==> src/sv/mag_occ_pkg.sv <==
`default_nettype none

package mag_occ_pkg;

    // sample geometry
    localparam int SAMPLE_W = 16;
    localparam int NUM_AXES = 3;
    localparam int SQ_W     = 2 * SAMPLE_W;
    localparam int DIST_W   = 34;
    localparam int DWELL_W  = 16;

    // baseline averaging
    localparam int CALIB_SAMPLES = 40;
    localparam int CNT_W         = $clog2(CALIB_SAMPLES + 1);
    localparam int SUM_W         = SAMPLE_W + CNT_W;

    // reciprocal for the exact truncating divide by CALIB_SAMPLES
    localparam int RECIP_SH = SUM_W + CNT_W;
    localparam logic [RECIP_SH:0] RECIP = (RECIP_SH + 1)'(
        ((64'd1 << RECIP_SH) + 64'(CALIB_SAMPLES) - 64'd1) / 64'(CALIB_SAMPLES));

    // bus geometry
    localparam int S_TDATA_W = 48;
    localparam int M_TDATA_W = 40;
    localparam int ADDR_W    = 5;
    localparam int DATA_W    = 64;

    // register reset values
    localparam logic [DIST_W-1:0]  THRESHOLD_RST     = DIST_W'(10000);
    localparam logic [DWELL_W-1:0] OCC_SAMPLES_RST   = DWELL_W'(5);
    localparam logic [DWELL_W-1:0] EMPTY_SAMPLES_RST = DWELL_W'(5);

    typedef enum logic [1:0] {
        REG_THRESHOLD     = 2'd0,
        REG_OCC_SAMPLES   = 2'd1,
        REG_EMPTY_SAMPLES = 2'd2
    } reg_idx_t;

    typedef enum logic [1:0] {
        PH_EMPTY    = 2'd0,
        PH_TO_OCC   = 2'd1,
        PH_OCC      = 2'd2,
        PH_TO_EMPTY = 2'd3
    } phase_t;

    typedef enum logic [1:0] {
        EV_NONE     = 2'd0,
        EV_OCCUPIED = 2'd1,
        EV_EMPTY    = 2'd2
    } event_t;

    typedef logic [NUM_AXES-1:0][SAMPLE_W-1:0] axes_t;

    typedef struct packed {
        logic                          calibrating;
        logic [NUM_AXES-1:0][SQ_W-1:0] sq;
    } sq_stage_t;

    typedef struct packed {
        logic              calibrating;
        logic              occupied_flag;
        event_t            event_code;
        logic [DIST_W-1:0] squared_distance;
    } result_t;

    // signed sum / CALIB_SAMPLES, truncated toward zero
    function automatic logic [SAMPLE_W-1:0] div_trunc(input logic [SUM_W-1:0] sum);
        logic [SUM_W-1:0]          mag;
        logic [SUM_W+RECIP_SH:0]   prod;
        logic [SAMPLE_W-1:0]       quo;
        mag  = sum[SUM_W-1] ? (~sum + SUM_W'(1)) : sum;
        prod = {{(RECIP_SH + 1){1'b0}}, mag} * {{SUM_W{1'b0}}, RECIP};
        quo  = prod[RECIP_SH +: SAMPLE_W];
        return sum[SUM_W-1] ? (~quo + SAMPLE_W'(1)) : quo;
    endfunction

endpackage

`default_nettype wire

==> src/sv/magnetic_occupancy_detector.sv <==
`default_nettype none
// m_tvalid rises once the accepted item is through the input, square and result stage registers
// one transaction per cycle while m_tready is high, set by the three-stage pipeline with per-stage ready
// each stage holds its item under output backpressure, bubbles still fill upstream
// reset: aresetn synchronous active low, clears stage valids, debounce, calibration
// and restores register defaults (threshold 10000, dwell 5 and 5)

module magnetic_occupancy_detector
    import mag_occ_pkg::*;
(
    input  wire logic                 aclk,
    input  wire logic                 aresetn,

    // sample channel
    input  wire logic                 s_tvalid,
    output logic                      s_tready,
    input  wire logic [S_TDATA_W-1:0] s_tdata,   // field_x, field_y, field_z

    // result channel
    output logic                      m_tvalid,
    input  wire logic                 m_tready,
    output logic [M_TDATA_W-1:0]      m_tdata,   // occupied_flag, event_code, squared_distance, pad
    output logic [0:0]                m_tuser,   // calibrating

    // register port
    input  wire logic                 psel,
    input  wire logic                 penable,
    input  wire logic                 pwrite,
    input  wire logic [ADDR_W-1:0]    paddr,
    input  wire logic [DATA_W-1:0]    pwdata,
    output logic [DATA_W-1:0]         prdata,
    output logic                      pready
);

    // configuration registers
    logic [DIST_W-1:0]  threshold_reg;
    logic [DWELL_W-1:0] occ_samples_reg;
    logic [DWELL_W-1:0] empty_samples_reg;
    reg_idx_t           reg_idx;
    logic               reg_write;

    // pipeline control
    logic s1_valid_reg;
    logic s2_valid_reg;
    logic s3_valid_reg;
    logic s1_ready;
    logic s2_ready;
    logic s3_ready;
    logic accept;
    logic load2;
    logic load3;

    axes_t     sample;
    axes_t     baseline;
    logic      calibrating;
    sq_stage_t sq_stage;
    result_t   result;

    // register access, 8-byte stride since the threshold is 34 bits
    assign pready    = 1'b1;
    assign reg_idx   = reg_idx_t'(paddr[ADDR_W-1:3]);
    assign reg_write = psel && penable && pwrite && pready;

    always_ff @(posedge aclk) begin
        if (!aresetn) begin
            threshold_reg     <= THRESHOLD_RST;
            occ_samples_reg   <= OCC_SAMPLES_RST;
            empty_samples_reg <= EMPTY_SAMPLES_RST;
        end else if (reg_write) begin
            case (reg_idx)
                REG_THRESHOLD:     threshold_reg     <= pwdata[DIST_W-1:0];
                REG_OCC_SAMPLES:   occ_samples_reg   <= pwdata[DWELL_W-1:0];
                REG_EMPTY_SAMPLES: empty_samples_reg <= pwdata[DWELL_W-1:0];
                default: begin
                    // unmapped address, write dropped
                end
            endcase
        end
    end

    always_comb begin
        case (reg_idx)
            REG_THRESHOLD:     prdata = DATA_W'(threshold_reg);
            REG_OCC_SAMPLES:   prdata = DATA_W'(occ_samples_reg);
            REG_EMPTY_SAMPLES: prdata = DATA_W'(empty_samples_reg);
            default:           prdata = '0;
        endcase
    end

    // per-stage ready: a stage takes a new item when it is empty or the next one moves
    assign s3_ready = !s3_valid_reg || m_tready;
    assign s2_ready = !s2_valid_reg || s3_ready;
    assign s1_ready = !s1_valid_reg || s2_ready;
    assign s_tready = s1_ready;

    assign accept = s_tvalid && s1_ready;
    assign load2  = s1_valid_reg && s2_ready;
    assign load3  = s2_valid_reg && s3_ready;

    always_ff @(posedge aclk) begin
        if (!aresetn) begin
            s1_valid_reg <= 1'b0;
            s2_valid_reg <= 1'b0;
            s3_valid_reg <= 1'b0;
        end else begin
            if (accept) begin
                s1_valid_reg <= 1'b1;
            end else if (load2) begin
                s1_valid_reg <= 1'b0;
            end
            if (load2) begin
                s2_valid_reg <= 1'b1;
            end else if (load3) begin
                s2_valid_reg <= 1'b0;
            end
            if (load3) begin
                s3_valid_reg <= 1'b1;
            end else if (m_tready) begin
                s3_valid_reg <= 1'b0;
            end
        end
    end

    // unpack the sample, x in the low bits
    always_comb begin
        for (int i = 0; i < NUM_AXES; i++) begin
            sample[i] = s_tdata[i*SAMPLE_W +: SAMPLE_W];
        end
    end

    // calibration runs at acceptance so the baseline is ready before the next sample squares
    mag_occ_calib u_calib (
        .aclk        (aclk),
        .aresetn     (aresetn),
        .accept      (accept),
        .sample      (sample),
        .calibrating (calibrating),
        .baseline    (baseline)
    );

    // input register and per-axis squared difference
    mag_occ_square u_square (
        .aclk        (aclk),
        .accept      (accept),
        .sample      (sample),
        .calibrating (calibrating),
        .load        (load2),
        .baseline    (baseline),
        .sq_stage    (sq_stage)
    );

    // distance sum, threshold compare, debounce and result register
    mag_occ_debounce u_debounce (
        .aclk          (aclk),
        .aresetn       (aresetn),
        .load          (load3),
        .sq_stage      (sq_stage),
        .threshold     (threshold_reg),
        .occ_samples   (occ_samples_reg),
        .empty_samples (empty_samples_reg),
        .result        (result)
    );

    assign m_tvalid = s3_valid_reg;
    assign m_tuser  = result.calibrating;
    assign m_tdata  = {3'b000, result.squared_distance, result.event_code,
                       result.occupied_flag};

endmodule

`default_nettype wire

==> src/sv/mag_occ_calib.sv <==
`default_nettype none

module mag_occ_calib
    import mag_occ_pkg::*;
(
    input  wire logic  aclk,
    input  wire logic  aresetn,
    input  wire logic  accept,
    input  wire axes_t sample,
    output logic       calibrating,
    output axes_t      baseline
);

    logic                          cal_reg;
    logic                          load_reg;
    logic [CNT_W-1:0]              count_reg;
    logic [CNT_W-1:0]              count_next;
    logic [NUM_AXES-1:0][SUM_W-1:0] sums_reg;
    logic [NUM_AXES-1:0][SUM_W-1:0] sums_next;
    axes_t                         baseline_reg;
    axes_t                         baseline_next;
    logic                          take;
    logic                          done;

    assign take       = accept && cal_reg;
    assign count_next = count_reg + CNT_W'(1);
    assign done       = (count_next == CNT_W'(CALIB_SAMPLES));

    always_comb begin
        for (int i = 0; i < NUM_AXES; i++) begin
            sums_next[i]     = sums_reg[i] + {{CNT_W{sample[i][SAMPLE_W-1]}}, sample[i]};
            baseline_next[i] = div_trunc(sums_reg[i]);
        end
    end

    always_ff @(posedge aclk) begin
        if (!aresetn) begin
            cal_reg      <= 1'b1;
            load_reg     <= 1'b0;
            count_reg    <= '0;
            sums_reg     <= '0;
            baseline_reg <= '0;
        end else begin
            load_reg <= take && done;
            if (take) begin
                sums_reg  <= sums_next;
                count_reg <= count_next;
                if (done) begin
                    cal_reg <= 1'b0;
                end
            end
            // load_reg marks that the sums hold the last calibration sample
            if (load_reg) begin
                baseline_reg <= baseline_next;
            end
        end
    end

    assign calibrating = cal_reg;
    assign baseline    = baseline_reg;

    a_load_after_cal: assert property (@(posedge aclk) disable iff (!aresetn)
        $fell(cal_reg) |-> load_reg)
        else $error("baseline load missing at end of calibration");

    a_count_full: assert property (@(posedge aclk) disable iff (!aresetn)
        !cal_reg |-> (count_reg == CNT_W'(CALIB_SAMPLES)))
        else $error("calibration ended with wrong sample count");

endmodule

`default_nettype wire

==> src/sv/mag_occ_square.sv <==
`default_nettype none

module mag_occ_square
    import mag_occ_pkg::*;
(
    input  wire logic  aclk,
    input  wire logic  accept,
    input  wire axes_t sample,
    input  wire logic  calibrating,
    input  wire logic  load,
    input  wire axes_t baseline,
    output sq_stage_t  sq_stage
);

    axes_t                        sample_reg;
    logic                         cal_reg;
    logic signed [SAMPLE_W:0]     diff [NUM_AXES];
    logic signed [2*SAMPLE_W+1:0] prod [NUM_AXES];
    sq_stage_t                    stage_reg;
    sq_stage_t                    stage_next;

    always_comb begin
        stage_next.calibrating = cal_reg;
        for (int i = 0; i < NUM_AXES; i++) begin
            diff[i] = $signed({sample_reg[i][SAMPLE_W-1], sample_reg[i]})
                    - $signed({baseline[i][SAMPLE_W-1], baseline[i]});
            prod[i] = diff[i] * diff[i];
            stage_next.sq[i] = prod[i][SQ_W-1:0];
        end
    end

    always_ff @(posedge aclk) begin
        if (accept) begin
            sample_reg <= sample;
            cal_reg    <= calibrating;
        end
        if (load) begin
            stage_reg <= stage_next;
        end
    end

    assign sq_stage = stage_reg;

endmodule

`default_nettype wire

==> src/sv/mag_occ_debounce.sv <==
`default_nettype none

module mag_occ_debounce
    import mag_occ_pkg::*;
(
    input  wire logic               aclk,
    input  wire logic               aresetn,
    input  wire logic               load,
    input  wire sq_stage_t          sq_stage,
    input  wire logic [DIST_W-1:0]  threshold,
    input  wire logic [DWELL_W-1:0] occ_samples,
    input  wire logic [DWELL_W-1:0] empty_samples,
    output result_t                 result
);

    phase_t              phase_reg;
    phase_t              phase_next;
    logic [DWELL_W-1:0]  dwell_reg;
    logic [DWELL_W-1:0]  dwell_next;
    logic [DIST_W-1:0]   distance;
    logic                above;
    logic                below;
    logic                occ;
    logic                step;
    event_t              ev;
    result_t             res_reg;
    result_t             res_next;

    // dwell left after the first qualifying sample, zero counts as one
    function automatic logic [DWELL_W-1:0] first_dwell(input logic [DWELL_W-1:0] r);
        return (r <= DWELL_W'(1)) ? '0 : r - DWELL_W'(1);
    endfunction

    assign distance = DIST_W'(sq_stage.sq[0]) + DIST_W'(sq_stage.sq[1])
                    + DIST_W'(sq_stage.sq[2]);
    assign above = distance > threshold;
    assign below = distance < threshold;
    assign occ   = (phase_reg == PH_OCC) || (phase_reg == PH_TO_EMPTY);
    assign step  = load && !sq_stage.calibrating;

    always_comb begin
        phase_next = phase_reg;
        dwell_next = dwell_reg;
        ev         = EV_NONE;
        if (step) begin
            case (phase_reg)
                PH_TO_OCC: begin
                    if (above) begin
                        if (dwell_reg <= DWELL_W'(1)) begin
                            dwell_next = '0;
                            phase_next = PH_OCC;
                            ev         = EV_OCCUPIED;
                        end else begin
                            dwell_next = dwell_reg - DWELL_W'(1);
                        end
                    end else begin
                        phase_next = PH_EMPTY;
                    end
                end
                PH_OCC: begin
                    if (below) begin
                        dwell_next = first_dwell(empty_samples);
                        if (first_dwell(empty_samples) == '0) begin
                            phase_next = PH_EMPTY;
                            ev         = EV_EMPTY;
                        end else begin
                            phase_next = PH_TO_EMPTY;
                        end
                    end
                end
                PH_TO_EMPTY: begin
                    if (below) begin
                        if (dwell_reg <= DWELL_W'(1)) begin
                            dwell_next = '0;
                            phase_next = PH_EMPTY;
                            ev         = EV_EMPTY;
                        end else begin
                            dwell_next = dwell_reg - DWELL_W'(1);
                        end
                    end else begin
                        phase_next = PH_OCC;
                    end
                end
                default: begin
                    if (above) begin
                        dwell_next = first_dwell(occ_samples);
                        if (first_dwell(occ_samples) == '0) begin
                            phase_next = PH_OCC;
                            ev         = EV_OCCUPIED;
                        end else begin
                            phase_next = PH_TO_OCC;
                        end
                    end else begin
                        phase_next = PH_EMPTY;
                    end
                end
            endcase
        end

        res_next.calibrating      = sq_stage.calibrating;
        res_next.occupied_flag    = sq_stage.calibrating ? 1'b0 : occ;
        res_next.event_code       = ev;
        res_next.squared_distance = sq_stage.calibrating ? '0 : distance;
    end

    always_ff @(posedge aclk) begin
        if (!aresetn) begin
            phase_reg <= PH_EMPTY;
            dwell_reg <= '0;
        end else begin
            phase_reg <= phase_next;
            dwell_reg <= dwell_next;
        end
    end

    always_ff @(posedge aclk) begin
        if (load) begin
            res_reg <= res_next;
        end
    end

    assign result = res_reg;

    a_occ_event: assert property (@(posedge aclk) disable iff (!aresetn)
        (step && ev == EV_OCCUPIED) |=> (phase_reg == PH_OCC))
        else $error("occupied event without occupied phase");

    a_empty_event: assert property (@(posedge aclk) disable iff (!aresetn)
        (step && ev == EV_EMPTY) |=> (phase_reg == PH_EMPTY))
        else $error("empty event without empty phase");

    a_pending_dwell: assert property (@(posedge aclk) disable iff (!aresetn)
        (phase_reg == PH_TO_OCC || phase_reg == PH_TO_EMPTY) |-> (dwell_reg != '0))
        else $error("pending phase with exhausted dwell");

    a_hold_phase: assert property (@(posedge aclk) disable iff (!aresetn)
        !step |=> $stable(phase_reg))
        else $error("phase moved without a sample");

endmodule

`default_nettype wire

==> config.mk <==
export PLATFORM = sky130hd
export DESIGN_NAME = magnetic_occupancy_detector
export DESIGN_NICKNAME = d
export VERILOG_FILES = /design/src/sv/mag_occ_pkg.sv /design/src/sv/magnetic_occupancy_detector.sv /design/src/sv/mag_occ_calib.sv /design/src/sv/mag_occ_square.sv /design/src/sv/mag_occ_debounce.sv
export SDC_FILE = /design/constraint.sdc
export NUM_CORES = 2
export LEC_CHECK = 0
export BUFFER_PORTS_ARGS = -buffer_cell sky130_fd_sc_hd__buf_2
export CAP_MARGIN = 20
export CORE_UTILIZATION = 40
export DETAILED_ROUTE_END_ITERATION = 12
export GPL_ROUTABILITY_DRIVEN = 0
export GPL_TIMING_DRIVEN = 0
export PLACE_DENSITY_LB_ADDON = 0.15
export SLEW_MARGIN = 20
export SYNTH_ARGS = -nofsm -noshare
export SYNTH_HDL_FRONTEND = slang
export SYNTH_SLANG_ARGS = --single-unit
export TNS_END_PERCENT = 10
==> constraint.sdc <==
create_clock -name aclk -period 23.6 [get_ports aclk]
set_input_delay 1.18 -clock aclk [delete_from_list [all_inputs] [get_ports aclk]]
set_output_delay 1.18 -clock aclk [all_outputs]
set_load 0.02 [all_outputs]
==> results.yml <==
logic_synthesis:
  synthMostInstantiatedCell: "inv_1"
  synthArstFlopShare_pct: 0
  yosys_warnings: 0
  synth_commonest_cells: "inv_1 (1771), fa_1 (1204), ha_1 (987)"
  yosysTopAreaCell: "fa_1"
  synthCells: 7995
  postSynthAreaPerCell_um2: 9.210
  synth_top_area_share_pct: 32.74
  synth_edf_count: 181
  synthDistinctLibCells: 112
  synthFlopType: "dfxtp_1"
  postSynthRegisterBits: 390
  mappedNetlistArea_um2: 73630
  synth_seq_area_share_pct: 13.06
  netlist_top_cells_area: "fa_1 (33%), ha_1 (17%), inv_1 (9.0%)"
die:
  die_area_um2: 185800
  num_rows: 157
  core_area_um2: 182900
  start_util_pct: 40.26
  fp.dieW_um: 431.0
  fp.dieH_um: 431.0
  ios: 232
grt:
  overflow: 0
  grt_max_degree: 27
  grtUsageMet2_pct: 39.38
  grt_usage_pct: 22.40
  grt_pass1_wl_mm: 322.4
  grt.met1_usage_pct: 29.13
  antenna_found_initial: 15
  grt_pass1_vias: 56784
  met3_usage_pct: 1.899
  busiest_layer: "met2"
finish:
  drive_gt1_share_pct: 5.054
  final_cell_area_um2: 79710
  area_growth_pct: 8.257
  fillers: 18122
  post-route-util_pct: 43.59
  layout.nets: 10565
  largest_register_ffs: 94
clock_tree:
  clockBufferDepth: 3
  cts_resized: 0
  cts.htree.levels: 2
  cts_root_buf: "clkbuf_16"
  clk_pin_slew_ps: 60
  insertion_delay_ps: 650
  cts_tree: "done"
  numCtsBuffers: 49
  cts_sinks: 390
  postCtsSetupRepairBufs: 0
  cts_hold_buf: 0
flow_run:
  drv_cap: 0
critical_path:
  path_class: "register to register"
  cp_max_fo: 10
  cp-end-kind: "register"
  crit_arrival_ps: 11820
  cpMostUsedCell: "fa_1"
  slowest_delay_ps: 560
  critPathLaunchType: "register"
  cpMaxStageDelayCell: "fa_1"
  crit_required_ps: 23980
sta:
  fin_skew_ps: 37.39
  fin_crit_sh_pct: 48.48
  hold_violations: 0
  grt_setup_unrepaired: "false"
  finalMaxSlewViolations: 0
  setup_violations: 0
  fmax_ghz: 0.08739
  whs_ps: 420.0
  relSlewSlack_pct: 16.78
  tightest_slew_ps: 1248
  finalCriticalPeriod_ps: 11440
  setup_tns_ps: 0
place:
  place_area_um2: 77970
  place_hpwl_mm: 179.0
  io_buffer_count: 163
detailed_routing:
  drc: 0
  viasPerCell: 5.011
  routedWlPerCell_um: 19.09
  first_iter_violations: 2742
  routed-via-count: 53930
  dr.pass1.iters: 6
  wl_mm: 205.5
  ant_nets: 0
outcome:
  status: "complete, no violations"
worst_hold_path:
  hold_class: "register to register"
-- metrics by stage --
stage / worst slack [ps] / std cells
3_5_place_dp: 12250 / 10663
6_report: 12160 / 10762
5_1_grt: 11570 / 10761
2_1_floorplan: 14220 / 8027
4_1_cts: 12240 / 10755
3_3_place_gp: 11000 / 10654
-- path summary, 6_finish.rpt --
check | from | endpoint | slack, ps | cells after the start
worst max register to register | u_square.sample_reg[32] | u_square.sq_stage[95] | 12160 | 40
worst min register to register | u_square.cal_reg | u_square.sq_stage[96] | 420 | 0
worst min-delay path | u_square.cal_reg | u_square.sq_stage[96] | 420 | 0
worst max-delay path | u_square.sample_reg[32] | u_square.sq_stage[95] | 12160 | 40
-- routing by layer --
layer  vias to the layer above  share of wire (%)
met5                         -                  0
met3                       204                3.5
met4                         0                3.3
li1                      25922                  -
met2                       963                 49
met1                     26841                 44
-- placed cells by master, fill, tap and decap left out, drive strengths merged, types with 209 or more instances in the layout --
cell / instances
nor2: 511
xnor2: 326
a21oi: 357
dfxtp: 209
ha: 987
fa: 1204
buf: 222
clkbuf: 217
inv: 1787
o21ai: 224
nand2: 650
-- cells by family (layout without fill, tap and decap cells) --
logic type | count (synthesis) | after routing | share of synthesized area, %
fa+ha+maj | 2191 | 2191 | 49.51
buf+inv | 1996 | 2260 | 10.36
simple gates | 1840 | 1840 | 11.60
compound gates | 1096 | 1096 | 9.650
xor+xnor | 440 | 440 | 5.253
flops | 390 | 390 | 13.06
mux | 40 | 40 | 0.5557
other cells | 2 | 41 | 0.01020
-- worst max-delay path: cells and delay by family (launching register included) --
family                   cells  cell delay, ps
adder cells (fa/ha/maj)      9            4080
AO/OA/AOI/OAI               16            3930
AND/OR/NAND/NOR              5            1430
buffers and inverters        8            1050
flip-flops                   1             380
XOR/XNOR                     2             300
-- final cells by class --
class	instances	area, um^2	area share (%)
buffer	207	922.1	1.157
multi-input combinational	5641	56630	71.05
timing repair buffer	172	1020	1.279
clock buffer	60	1384	1.736
antenna	7	17.52	0.02198
sequential	390	9619	12.07
inverter	1789	6715	8.425
tap	2464	3083	3.868
clock inverter	32	319.1	0.4003
Power is not shown: default switching activity piles up to over one toggle a cycle in this logic, so the estimate is an artifact.
